==> src/sv/ordered_array_insert_delete_top_macros.svh <==
// ----------------------------------------------------------------------------
// Assertion macros for the ordered array block
// Short forms for the clocked, reset-qualified checks used in the top level.
// ----------------------------------------------------------------------------
`ifndef ORDERED_ARRAY_INSERT_DELETE_TOP_MACROS_SVH
`define ORDERED_ARRAY_INSERT_DELETE_TOP_MACROS_SVH

// Same-cycle implication, checked on every rising edge outside reset.
`define OAID_ASSERT_IMPL(label, ante, cons, msg) \
  label: assert property (@(posedge clk) disable iff (!rst_n) (ante) |-> (cons)) \
    else $error(msg);

// Next-cycle implication, checked on every rising edge outside reset.
`define OAID_ASSERT_NEXT(label, ante, cons, msg) \
  label: assert property (@(posedge clk) disable iff (!rst_n) (ante) |=> (cons)) \
    else $error(msg);

`endif

==> src/sv/oaid_pkg.sv <==
// ----------------------------------------------------------------------------
// Ordered array package
// Field widths, command and status codes and the sequencer state type.
// ----------------------------------------------------------------------------
package oaid_pkg;

  // Field widths of the item and result ports.
  localparam int unsigned CMD_W    = 2;
  localparam int unsigned POS_W    = 5;
  localparam int unsigned DATA_W   = 32;
  localparam int unsigned STATUS_W = 2;
  localparam int unsigned COUNT_W  = 5;

  typedef logic [CMD_W-1:0]    cmd_t;
  typedef logic [STATUS_W-1:0] status_t;

  // Command codes.
  localparam cmd_t CMD_INSERT = 2'd0;
  localparam cmd_t CMD_DELETE = 2'd1;
  localparam cmd_t CMD_READ   = 2'd2;
  localparam cmd_t CMD_UNUSED = 2'd3;

  // Status codes.
  localparam status_t ST_OK     = 2'd0;
  localparam status_t ST_FULL   = 2'd1;
  localparam status_t ST_EMPTY  = 2'd2;
  localparam status_t ST_BADPOS = 2'd3;

  // Sequencer states.
  typedef enum logic [2:0] {
    S_IDLE,
    S_MOVE,
    S_TAIL,
    S_READ,
    S_DONE
  } state_t;

endpackage

==> src/sv/ordered_array_insert_delete_top.sv <==
// ----------------------------------------------------------------------------
// Ordered array with insert, delete and read at a position
// Keeps a dense array of signed 32-bit elements and reports status and count.
// ----------------------------------------------------------------------------
// An item is taken only while the block is idle and gives exactly one result.
// An insert or delete moves the entries between its position and the end of
// the array, one at a time, before its result is ready; a read or a rejected
// item moves none. If an earlier result is still waiting in the output
// register, the new result is held back and the block stays busy until the
// waiting one is taken. The block is ready for the next item from the edge
// that loads the result into the output register. The time an insert or
// delete takes is set by the element store's single read port and single
// write port: one entry moves per cycle, under one address counter.
module ordered_array_insert_delete_top #(
  parameter int unsigned CAPACITY = 16
) (
  input  logic                          clk,
  input  logic                          rst_n,
  input  logic                          in_valid,
  output logic                          in_ready,
  input  logic [oaid_pkg::CMD_W-1:0]    in_command,
  input  logic [oaid_pkg::POS_W-1:0]    in_position,
  input  logic signed [oaid_pkg::DATA_W-1:0] in_value,
  output logic                          out_valid,
  input  logic                          out_ready,
  output logic [oaid_pkg::STATUS_W-1:0] out_status,
  output logic signed [oaid_pkg::DATA_W-1:0] out_read_value,
  output logic [oaid_pkg::COUNT_W-1:0]  out_element_count
);
  import oaid_pkg::*;

  `include "ordered_array_insert_delete_top_macros.svh"

  localparam int unsigned AW = (CAPACITY > 1) ? $clog2(CAPACITY) : 1;
  localparam int unsigned CW = $clog2(CAPACITY + 1);
  localparam int unsigned XW = (CW > POS_W) ? CW : POS_W;

  // Control registers.
  state_t          state_r, state_nxt;
  logic [CW-1:0]   count_r, count_nxt;
  logic            wr_pend_r, wr_pend_nxt;
  logic            out_valid_r, out_valid_nxt;

  // Working registers of the current item.
  logic [CW-1:0]     addr_r, addr_nxt;
  logic [AW-1:0]     wr_addr_r, wr_addr_nxt;
  logic [CW-1:0]     pos_r, pos_nxt;
  logic [DATA_W-1:0] val_r, val_nxt;
  logic              ins_r, ins_nxt;
  status_t           res_status_r, res_status_nxt;
  logic [DATA_W-1:0] res_value_r, res_value_nxt;

  // Output register.
  status_t           out_status_r, out_status_nxt;
  logic [DATA_W-1:0] out_value_r, out_value_nxt;
  logic [COUNT_W-1:0] out_count_r, out_count_nxt;

  // Memory port signals.
  logic              mem_we;
  logic [AW-1:0]     mem_waddr;
  logic [DATA_W-1:0] mem_wdata;
  logic [AW-1:0]     mem_raddr;
  logic [DATA_W-1:0] mem_rdata;

  // Shared address unit and acceptance checks.
  logic [CW-1:0] addr_step;
  logic          more_moves;
  logic [XW-1:0] pos_x, cnt_x, cap_x;
  logic          accept;
  status_t       chk_status;

  oaid_mem #(
    .DEPTH (CAPACITY),
    .AW    (AW)
  ) u_mem (
    .clk   (clk),
    .we    (mem_we),
    .waddr (mem_waddr),
    .wdata (mem_wdata),
    .raddr (mem_raddr),
    .rdata (mem_rdata)
  );

  assign in_ready = (state_r == S_IDLE);
  assign accept   = in_valid && in_ready;

  // Shared address step: down for insert, up for delete.
  assign addr_step  = ins_r ? (addr_r - CW'(1)) : (addr_r + CW'(1));
  assign more_moves = ins_r ? (addr_r != pos_r) : (addr_step < count_r);

  // Status of the incoming item against the current count.
  assign pos_x = XW'(in_position);
  assign cnt_x = XW'(count_r);
  assign cap_x = XW'(CAPACITY);

  always_comb begin
    chk_status = ST_BADPOS;
    unique case (in_command)
      CMD_INSERT: begin
        if (cnt_x == cap_x) begin
          chk_status = ST_FULL;
        end else if (pos_x > cnt_x) begin
          chk_status = ST_BADPOS;
        end else begin
          chk_status = ST_OK;
        end
      end
      CMD_DELETE: begin
        if (cnt_x == '0) begin
          chk_status = ST_EMPTY;
        end else if (pos_x >= cnt_x) begin
          chk_status = ST_BADPOS;
        end else begin
          chk_status = ST_OK;
        end
      end
      CMD_READ: begin
        chk_status = (pos_x >= cnt_x) ? ST_BADPOS : ST_OK;
      end
      default: begin
        chk_status = ST_BADPOS;
      end
    endcase
  end

  // Sequencer: next state, working registers and memory port control.
  always_comb begin
    state_nxt      = state_r;
    count_nxt      = count_r;
    wr_pend_nxt    = 1'b0;
    out_valid_nxt  = out_valid_r;
    addr_nxt       = addr_r;
    wr_addr_nxt    = wr_addr_r;
    pos_nxt        = pos_r;
    val_nxt        = val_r;
    ins_nxt        = ins_r;
    res_status_nxt = res_status_r;
    res_value_nxt  = res_value_r;
    out_status_nxt = out_status_r;
    out_value_nxt  = out_value_r;
    out_count_nxt  = out_count_r;
    mem_we         = wr_pend_r;
    mem_waddr      = wr_addr_r;
    mem_wdata      = mem_rdata;
    mem_raddr      = addr_step[AW-1:0];

    // The output register empties when the result is taken.
    if (out_valid_r && out_ready) begin
      out_valid_nxt = 1'b0;
    end

    unique case (state_r)
      S_IDLE: begin
        mem_raddr = AW'(in_position);
        if (accept) begin
          pos_nxt        = CW'(in_position);
          val_nxt        = $unsigned(in_value);
          ins_nxt        = (in_command == CMD_INSERT);
          res_status_nxt = chk_status;
          res_value_nxt  = '0;
          if (chk_status != ST_OK) begin
            state_nxt = S_DONE;
          end else if (in_command == CMD_INSERT) begin
            addr_nxt  = count_r;
            state_nxt = S_MOVE;
          end else if (in_command == CMD_DELETE) begin
            addr_nxt  = CW'(in_position);
            state_nxt = S_MOVE;
          end else begin
            state_nxt = S_READ;
          end
        end
      end
      S_MOVE: begin
        // One entry read per cycle; the write of the previous one trails it.
        if (more_moves) begin
          wr_pend_nxt = 1'b1;
          wr_addr_nxt = addr_r[AW-1:0];
          addr_nxt    = addr_step;
        end else if (ins_r) begin
          state_nxt = S_TAIL;
        end else begin
          count_nxt = count_r - CW'(1);
          state_nxt = S_DONE;
        end
      end
      S_TAIL: begin
        // Drop the new element into the gap.
        mem_we    = 1'b1;
        mem_waddr = pos_r[AW-1:0];
        mem_wdata = val_r;
        count_nxt = count_r + CW'(1);
        state_nxt = S_DONE;
      end
      S_READ: begin
        res_value_nxt = mem_rdata;
        state_nxt     = S_DONE;
      end
      S_DONE: begin
        if (!out_valid_r || out_ready) begin
          out_valid_nxt  = 1'b1;
          out_status_nxt = res_status_r;
          out_value_nxt  = res_value_r;
          out_count_nxt  = COUNT_W'(count_r);
          state_nxt      = S_IDLE;
        end
      end
      default: begin
        state_nxt = S_IDLE;
      end
    endcase
  end

  // Control state, cleared by reset.
  always_ff @(posedge clk) begin
    if (!rst_n) begin
      state_r     <= S_IDLE;
      count_r     <= '0;
      wr_pend_r   <= 1'b0;
      out_valid_r <= 1'b0;
    end else begin
      state_r     <= state_nxt;
      count_r     <= count_nxt;
      wr_pend_r   <= wr_pend_nxt;
      out_valid_r <= out_valid_nxt;
    end
  end

  // Payload registers.
  always_ff @(posedge clk) begin
    addr_r       <= addr_nxt;
    wr_addr_r    <= wr_addr_nxt;
    pos_r        <= pos_nxt;
    val_r        <= val_nxt;
    ins_r        <= ins_nxt;
    res_status_r <= res_status_nxt;
    res_value_r  <= res_value_nxt;
    out_status_r <= out_status_nxt;
    out_value_r  <= out_value_nxt;
    out_count_r  <= out_count_nxt;
  end

  assign out_valid         = out_valid_r;
  assign out_status        = out_status_r;
  assign out_read_value    = $signed(out_value_r);
  assign out_element_count = out_count_r;

  // Checks on the sequencer and the count.
  `OAID_ASSERT_IMPL(a_count_range, 1'b1, count_r <= CW'(CAPACITY), "count above capacity")
  `OAID_ASSERT_IMPL(a_pend_in_move, wr_pend_r, state_r == S_MOVE, "write pending outside move")
  `OAID_ASSERT_IMPL(a_full_count, out_valid && (out_status == ST_FULL), out_element_count == COUNT_W'(CAPACITY), "full reported below capacity")
  `OAID_ASSERT_NEXT(a_unused_done, accept && (in_command == CMD_UNUSED), state_r == S_DONE, "unused command not rejected at once")

endmodule

==> src/sv/oaid_mem.sv <==
// ----------------------------------------------------------------------------
// Element store
// One write port and one read port with registered read data.
// ----------------------------------------------------------------------------
module oaid_mem #(
  parameter int unsigned DEPTH = 16,
  parameter int unsigned AW    = 4
) (
  input  logic                       clk,
  input  logic                       we,
  input  logic [AW-1:0]              waddr,
  input  logic [oaid_pkg::DATA_W-1:0] wdata,
  input  logic [AW-1:0]              raddr,
  output logic [oaid_pkg::DATA_W-1:0] rdata
);
  import oaid_pkg::*;

  logic [DATA_W-1:0] mem_r [DEPTH];
  logic [DATA_W-1:0] rdata_r;

  // Write port.
  always_ff @(posedge clk) begin
    if (we) begin
      mem_r[waddr] <= wdata;
    end
  end

  // Read port, always enabled; the data is registered and appears in the cycle after the address.
  always_ff @(posedge clk) begin
    rdata_r <= mem_r[raddr];
  end

  assign rdata = rdata_r;

endmodule

==> config.mk <==
export PLATFORM = sky130hd
export DESIGN_NAME = ordered_array_insert_delete_top
export DESIGN_NICKNAME = d
export VERILOG_FILES = /design/src/sv/oaid_pkg.sv /design/src/sv/ordered_array_insert_delete_top.sv /design/src/sv/oaid_mem.sv
export VERILOG_INCLUDE_DIRS = /design/src /design/src/sv
export SDC_FILE = /design/constraint.sdc
export NUM_CORES = 1
export LEC_CHECK = 0
export ABC_CLOCK_PERIOD_IN_PS = 4300
export BUFFER_PORTS_ARGS = -buffer_cell sky130_fd_sc_hd__buf_2
export CORE_MARGIN = 2
export CORE_UTILIZATION = 25
export CTS_BUF_LIST = sky130_fd_sc_hd__clkbuf_8
export DETAILED_ROUTE_END_ITERATION = 8
export SLEW_MARGIN = 10
export SYNTH_ARGS = -nofsm -noshare
export SYNTH_HDL_FRONTEND = slang
export SYNTH_SLANG_ARGS = --single-unit
==> constraint.sdc <==
create_clock -name clk -period 4.3 [get_ports clk]
set_clock_uncertainty 0.1 [all_clocks]
set_input_delay 1.075 -clock clk [delete_from_list [all_inputs] [get_ports clk]]
set_output_delay 1.075 -clock clk [all_outputs]
set_load 0.02 [all_outputs]
# == Word-level counts from Yosys, hierarchy flattened ==
# Memories as Yosys holds them, arrays and structs flattened. A register that Yosys moved wholly into a read port is not among the register bits.
# Cells that the tools add are included.
# word_totals
reg_bits,130
ram_bits,512
output_inout_bits,41
n_memories,1
# classes
add_sub_neg,4
order_cmp,3
n_eq_ne,15
mux,36
reduce_logical,20
# memory_table
name,depth,width,read_ports,rd_ports_with_merged_regs,write_ports,line_no,text
u_mem.mem_r,16,32,1,1,1,oaid_mem.sv:18,logic [DATA_W-1:0] mem_r [DEPTH];
# ops
cell,n
32-bit 2-to-1 mux,2
32-bit case mux with 2 select lines,1
5-bit 2-to-1 mux,8
5-bit case mux with 2 select lines,2
3-bit 2-to-1 mux,5
2-bit 2-to-1 mux,6
3-bit case mux with 4 select lines,1
5-bit by 1-bit adder with 5-bit output (second input constant),2
2-bit inequality test (second input constant),5
2-bit AND reduction,5
5-bit by 1-bit subtractor with 5-bit output (second input constant),2
1-bit 2-to-1 mux,8
4-bit 2-to-1 mux,2
2-bit nonzero test,4
3-bit by 2-bit equality test with 1-bit output (second input constant),2
2-bit case mux with 3 select lines,1
3-bit AND reduction,2
5-bit equality test (second input constant),1
5-bit greater-or-equal comparator,1
5-bit > comparator,1
5-bit logical NOT,1
5-bit less-than comparator,1
5-bit inequality test,1
5-bit AND reduction,1
12 further kinds,13

# == Depth between registers and ports, before layout ==
# depth
depth_word,8
ltp_mapped,12
ltp_nobuf,11

# == Hierarchy ==
# A second synthesis with hierarchy kept.
# hier_totals
hier_cells,1197
hier_area_um2,25376.8
# modules_own_cells
module,n_inst,cells_per_inst,area_each_um2,seq_area_each_um2
oaid_mem,1,838,19835.3,16015.4
ordered_array_insert_delete_top,1,359,5541.6,3803.6

# == Worst setup path before layout ==
# No wires, ideal clock.
# synth_timing
path_type,register to register
from,register state_r[1]
to,"memory u_mem.mem_r[0][0], enable pin"
setup_ns,0.421
arrival_ns,2.975
t_required_ns,3.779
setup_slack_ns,0.804
stages_incl_launch_ff,6
path_buffers,2
cell_sequence,dfxtp_1 > nor3b_1 > clkbuf_1 > clkbuf_1 > a31oi_1 > nor2_1
# synth_via
elab_chain_cells,4
word_cells_on_any_way,5
classes_between,eq/ne (1); mux (4)
# synth_rtl
item,line_no,text
from (decl),ordered_array_insert_delete_top.sv:39,"state_t state_r, state_nxt;"
from (signal assigned),ordered_array_insert_delete_top.sv:222,state_r <= state_nxt;
3-bit by 2-bit equality test with 1-bit output *,ordered_array_insert_delete_top.sv:152,unique case (state_r)
1-bit 2-to-1 mux,ordered_array_insert_delete_top.sv:152,
1-bit 2-to-1 mux,oaid_mem.sv:23,if (we) begin
1-bit 2-to-1 mux (implied by the code),oaid_mem.sv:24,mem_r[waddr] <= wdata;
to (decl),oaid_mem.sv:18,
# Every way passes the cells marked *; elsewhere a longest branch is shown, timed or not.

# == Worst setup path after layout ==
# layout_timing
from,register addr_r[0]
to,"register addr_r[0], enable pin"
# layout_via
elab_chain_cells,6
word_cells_on_any_way,8
classes_between,add/sub (2); order compare (1); eq/ne (2); mux (2); reduce/logical (1)
# layout_rtl
item,line_no,text
from (decl),ordered_array_insert_delete_top.sv:45,"logic [CW-1:0] addr_r, addr_nxt;"
from (signal assigned),ordered_array_insert_delete_top.sv:231,addr_r <= addr_nxt;
5-bit by 1-bit adder with 5-bit output / 5-bit by 1-bit subtractor with 5-bit output (equally long branches),ordered_array_insert_delete_top.sv:88,assign addr_step = ins_r ? (addr_r - CW'(1)) : (addr_r + CW'(1));
5-bit 2-to-1 mux,ordered_array_insert_delete_top.sv:88,
5-bit less-than comparator,ordered_array_insert_delete_top.sv:89,assign more_moves = ins_r ? (addr_r != pos_r) : (addr_step < count_r);
1-bit 2-to-1 mux *,ordered_array_insert_delete_top.sv:89,
2-bit inequality test (no line) *,-,
5-bit AND reduction (no line) *,-,
# Marks and branches as above.
# A chain may end at the register's enable or synchronous reset.

==> flow_metrics.py <==
metrics = {
    "sta": {
        "tns_ns": 0,
        "fin_crit_sh": 0.820,
        "worst_pin_slew_ns": 1.16,
        "slew_viol_final": 0,
        "setup_violations": 0,
        "hold_viol": 0,
        "slew_headroom": 0.228,
        "rsz0062_at_grt": "no",
        "fmaxAchievable_mhz": 284,
        "period_needed_ns": 3.53,
    },
    "cells_and_area": {
        "areaGrowthSynthToFinish_pct": 16.3,
        "seq_area_sq_mm": 0.0198,
        "fillers": 10500,
        "multi_input_area_sq_mm": 0.00670,
        "final_util": 0.292,
        "fin_nets": 1689,
        "layout-drive-gt1-share": 0.182,
    },
    "route": {
        "vias": 13300,
        "postRouteAntennaNets": 0,
        "wirelength_mm": 59.6,
        "drc": 0,
        "drt-initial-drc-count": 999,
        "wl_per_cell_um": 19.1,
        "first_pass_iters": 5,
        "via_per_inst": 4.25,
    },
    "pwr": {
        "vdd.ir_drop.worst_v": 0.000233,
        "power_density_mw_per_mm2": 487,
        "leakage_nw": 11.4,
    },
    "setup_path": {
        "startpoint_type": "flop",
        "rr_endpoint": "addr_r[0]",
        "worstPathArrival_ns": 3.81,
        "reg2reg_depth": 8,
        "cp_data_required_time_ns": 4.58,
        "r2r_setup_slack_ns": 0.77,
        "path_class": "flop to flop",
        "cp_max_fo": 7,
        "critical_path.endpoint_type": "flop",
        "reg2reg_from": "addr_r[0]",
    },
    "floorplan": {
        "io_pins": 84,
        "initial_core_util": 0.252,
        "die_x_um": 332,
        "core_sq_mm": 0.107,
        "die_y_um": 332,
        "dieArea_sq_mm": 0.110,
        "rows": 120,
    },
    "cts": {
        "post-cts-setup-buffer-count": 0,
        "cts_tree": "done",
        "h-tree-depth": 3,
        "clk-insertion-delay-late_ns": 0.70,
        "clock_sinks": 674,
        "max-clock-path-buffers": 3,
        "cts_resized": 0,
        "cts_buffers": 109,
        "clk_pin_slew_worst_paths_ns": 0.06,
        "postCtsHoldBufs": 0,
        "root_buffer": "clkbuf_8",
    },
    "global_route": {
        "grt_pass1_wl_mm": 87.8,
        "grt_max_degree": 65,
        "grt_busiest_layer": "met2",
        "gr-usage-all-layers": 0.106,
        "overflow": 0,
        "grt_use_met2": 0.178,
        "grt_use_met1": 0.135,
        "antenna_found_initial": 3,
        "grt_pass1_vias": 14000,
        "grt.met3_usage": 0.0209,
    },
    "placement": {
        "dp_hpwl_mm": 33.5,
        "place.gp.congestion": 0.753,
        "portBuffers": 83,
    },
    "synthesis": {
        "ys.flop_type": "edfxtp_1",
        "synth-seq-cells": 674,
        "synth_cells": 1469,
        "synthArstFlopShare": 0,
        "netlist_area_sq_mm": 0.0269,
        "syn_area_per_cell_sq_um": 18.3,
        "ys_warn_count": 0,
        "yosysSeqAreaShare": 0.737,
        "synth_edf_count": 632,
        "synth_fp_nets": 1529,
        "synth_cell_types": 46,
    },
    "min_path": {
        "min_path_type": "flop to flop",
        "min_from": "res_value_r[13]",
        "min_path_cells": 0,
        "holdPathEnd": "out_read_value[13]",
    },
    "run_status": {
        "status": "finished clean",
    },
    "flow_run": {
        "maxCapViolCount": 0,
    },
}
==> worst max-delay path by stage <==
stage	startpoint	to	slack, ns	depth (start not counted)
after floorplan	state_r[1]	u_mem.mem_r[0][0]	0.80	5
after global placement	addr_r[0]	addr_r[2]	0.78	8
after detailed placement	addr_r[0]	addr_r[3]	0.83	8
after CTS	addr_r[0]	addr_r[0]	0.78	8
after global routing	addr_r[0]	addr_r[4]	0.51	8
final	addr_r[0]	addr_r[0]	0.77	8
==> flip-flops by register name, indices dropped and copies added (netlist names), 4 cells and up <==
register / cells
u_mem.mem_r: 512
pos_r: 5
out_read_value: 32
cnt_x: 5
addr_r: 5
res_value_r: 32
u_mem.rdata: 32
wr_addr_r: 4
val_r: 32
out_element_count: 5
==> per-layer routing <==
metal	wire, um	vias to the layer above
li1	-	6082
met3	2770	110
met5	13	-
met2	29000	324
met1	26400	6759
met4	1440	2
==> worst max-delay path, cell delays in order (launching register included) <==
cell,delay (ns)
edfxtp_1,0.52
fa_1,0.51
xor2_1,0.36
ha_1,0.31
o21a_1,0.18
o21a_1,0.18
a2111oi_0,0.53
a21o_1,0.30
a31o_2,0.24
==> cell type report <==
class                   instances  area share
clock inverters                85      0.0134
inverters                      13     0.00156
diodes                          2    0.000160
repair buffers                115      0.0286
well taps                    1403      0.0561
clock buffers                 118      0.0519
flip-flops and latches        674       0.634
multi-input cells             716       0.214
==> cell families (layout without fill, tap and decap cells) <==
logic type / Yosys count / count (layout) / synth area share
xor+xnor: 13 / 13 / 0.00423
compound gates: 54 / 54 / 0.0128
flops: 674 / 674 / 0.737
mux: 521 / 521 / 0.196
fa+ha+maj: 17 / 17 / 0.00847
simple gates: 111 / 111 / 0.0217
other cells: 0 / 2 / 0
buf+inv: 79 / 331 / 0.0201
==> layout by cell type, fill, tap and decap left out, drive strengths merged, types with 16 or more instances in the layout <==
cell type	netlist	layout
nor2	31	31
and2	36	36
clkbuf	15	118
buf	51	115
mux2	33	33
dfxtp	42	42
mux2i	488	488
inv	13	58
clkinv	0	37
nand2	16	16
edfxtp	632	632
==> metrics by stage <==
step | area (sq um) | setup WS (ns) | power [mW] | std cells | hold WS, ns
after floorplan | 26900 | 0.804 | 9.68 | 1469 | 0.300
after global placement | 29200 | 0.779 | 10.2 | 2921 | 0.308
after detailed placement | 29200 | 0.826 | 10.3 | 2921 | 0.305
after CTS | 31300 | 0.777 | 15.5 | 3124 | 0.299
after global routing | 31300 | 0.506 | 15.9 | 3125 | 0.308
final | 31300 | 0.773 | 15.2 | 3126 | 0.299
==> power breakdown <==
part	internal, mW	switching [mW]	leakage, nW	total [mW]
sequential	7.94	0.130	6.10	8.07
combinational	0.753	1.31	4.12	2.06
clock	2.60	2.50	1.20	5.11
==> cell usage after synthesis (all sizes together), types with 2 or more instances <==
cell type,number,area share
o21ai,13,0.0024
mux2,33,0.014
a21oi,12,0.0022
nor3b,5,0.0014
inv,13,0.0018
o21a,3,0.00084
buf,51,0.016
fa,2,0.0015
edfxtp,632,0.71
a211oi,3,0.00084
xnor2,6,0.0020
nand2b,2,0.00047
a21o,6,0.0017
dfxtp,42,0.031
a31oi,8,0.0019
ha,15,0.0070
mux2i,488,0.18
xor2,7,0.0023
nor3,8,0.0015
or3,3,0.00070
nand2,16,0.0022
and2,36,0.0084
nor2,31,0.0043
clkbuf,15,0.0021
(Power assumes the default switching activity.)
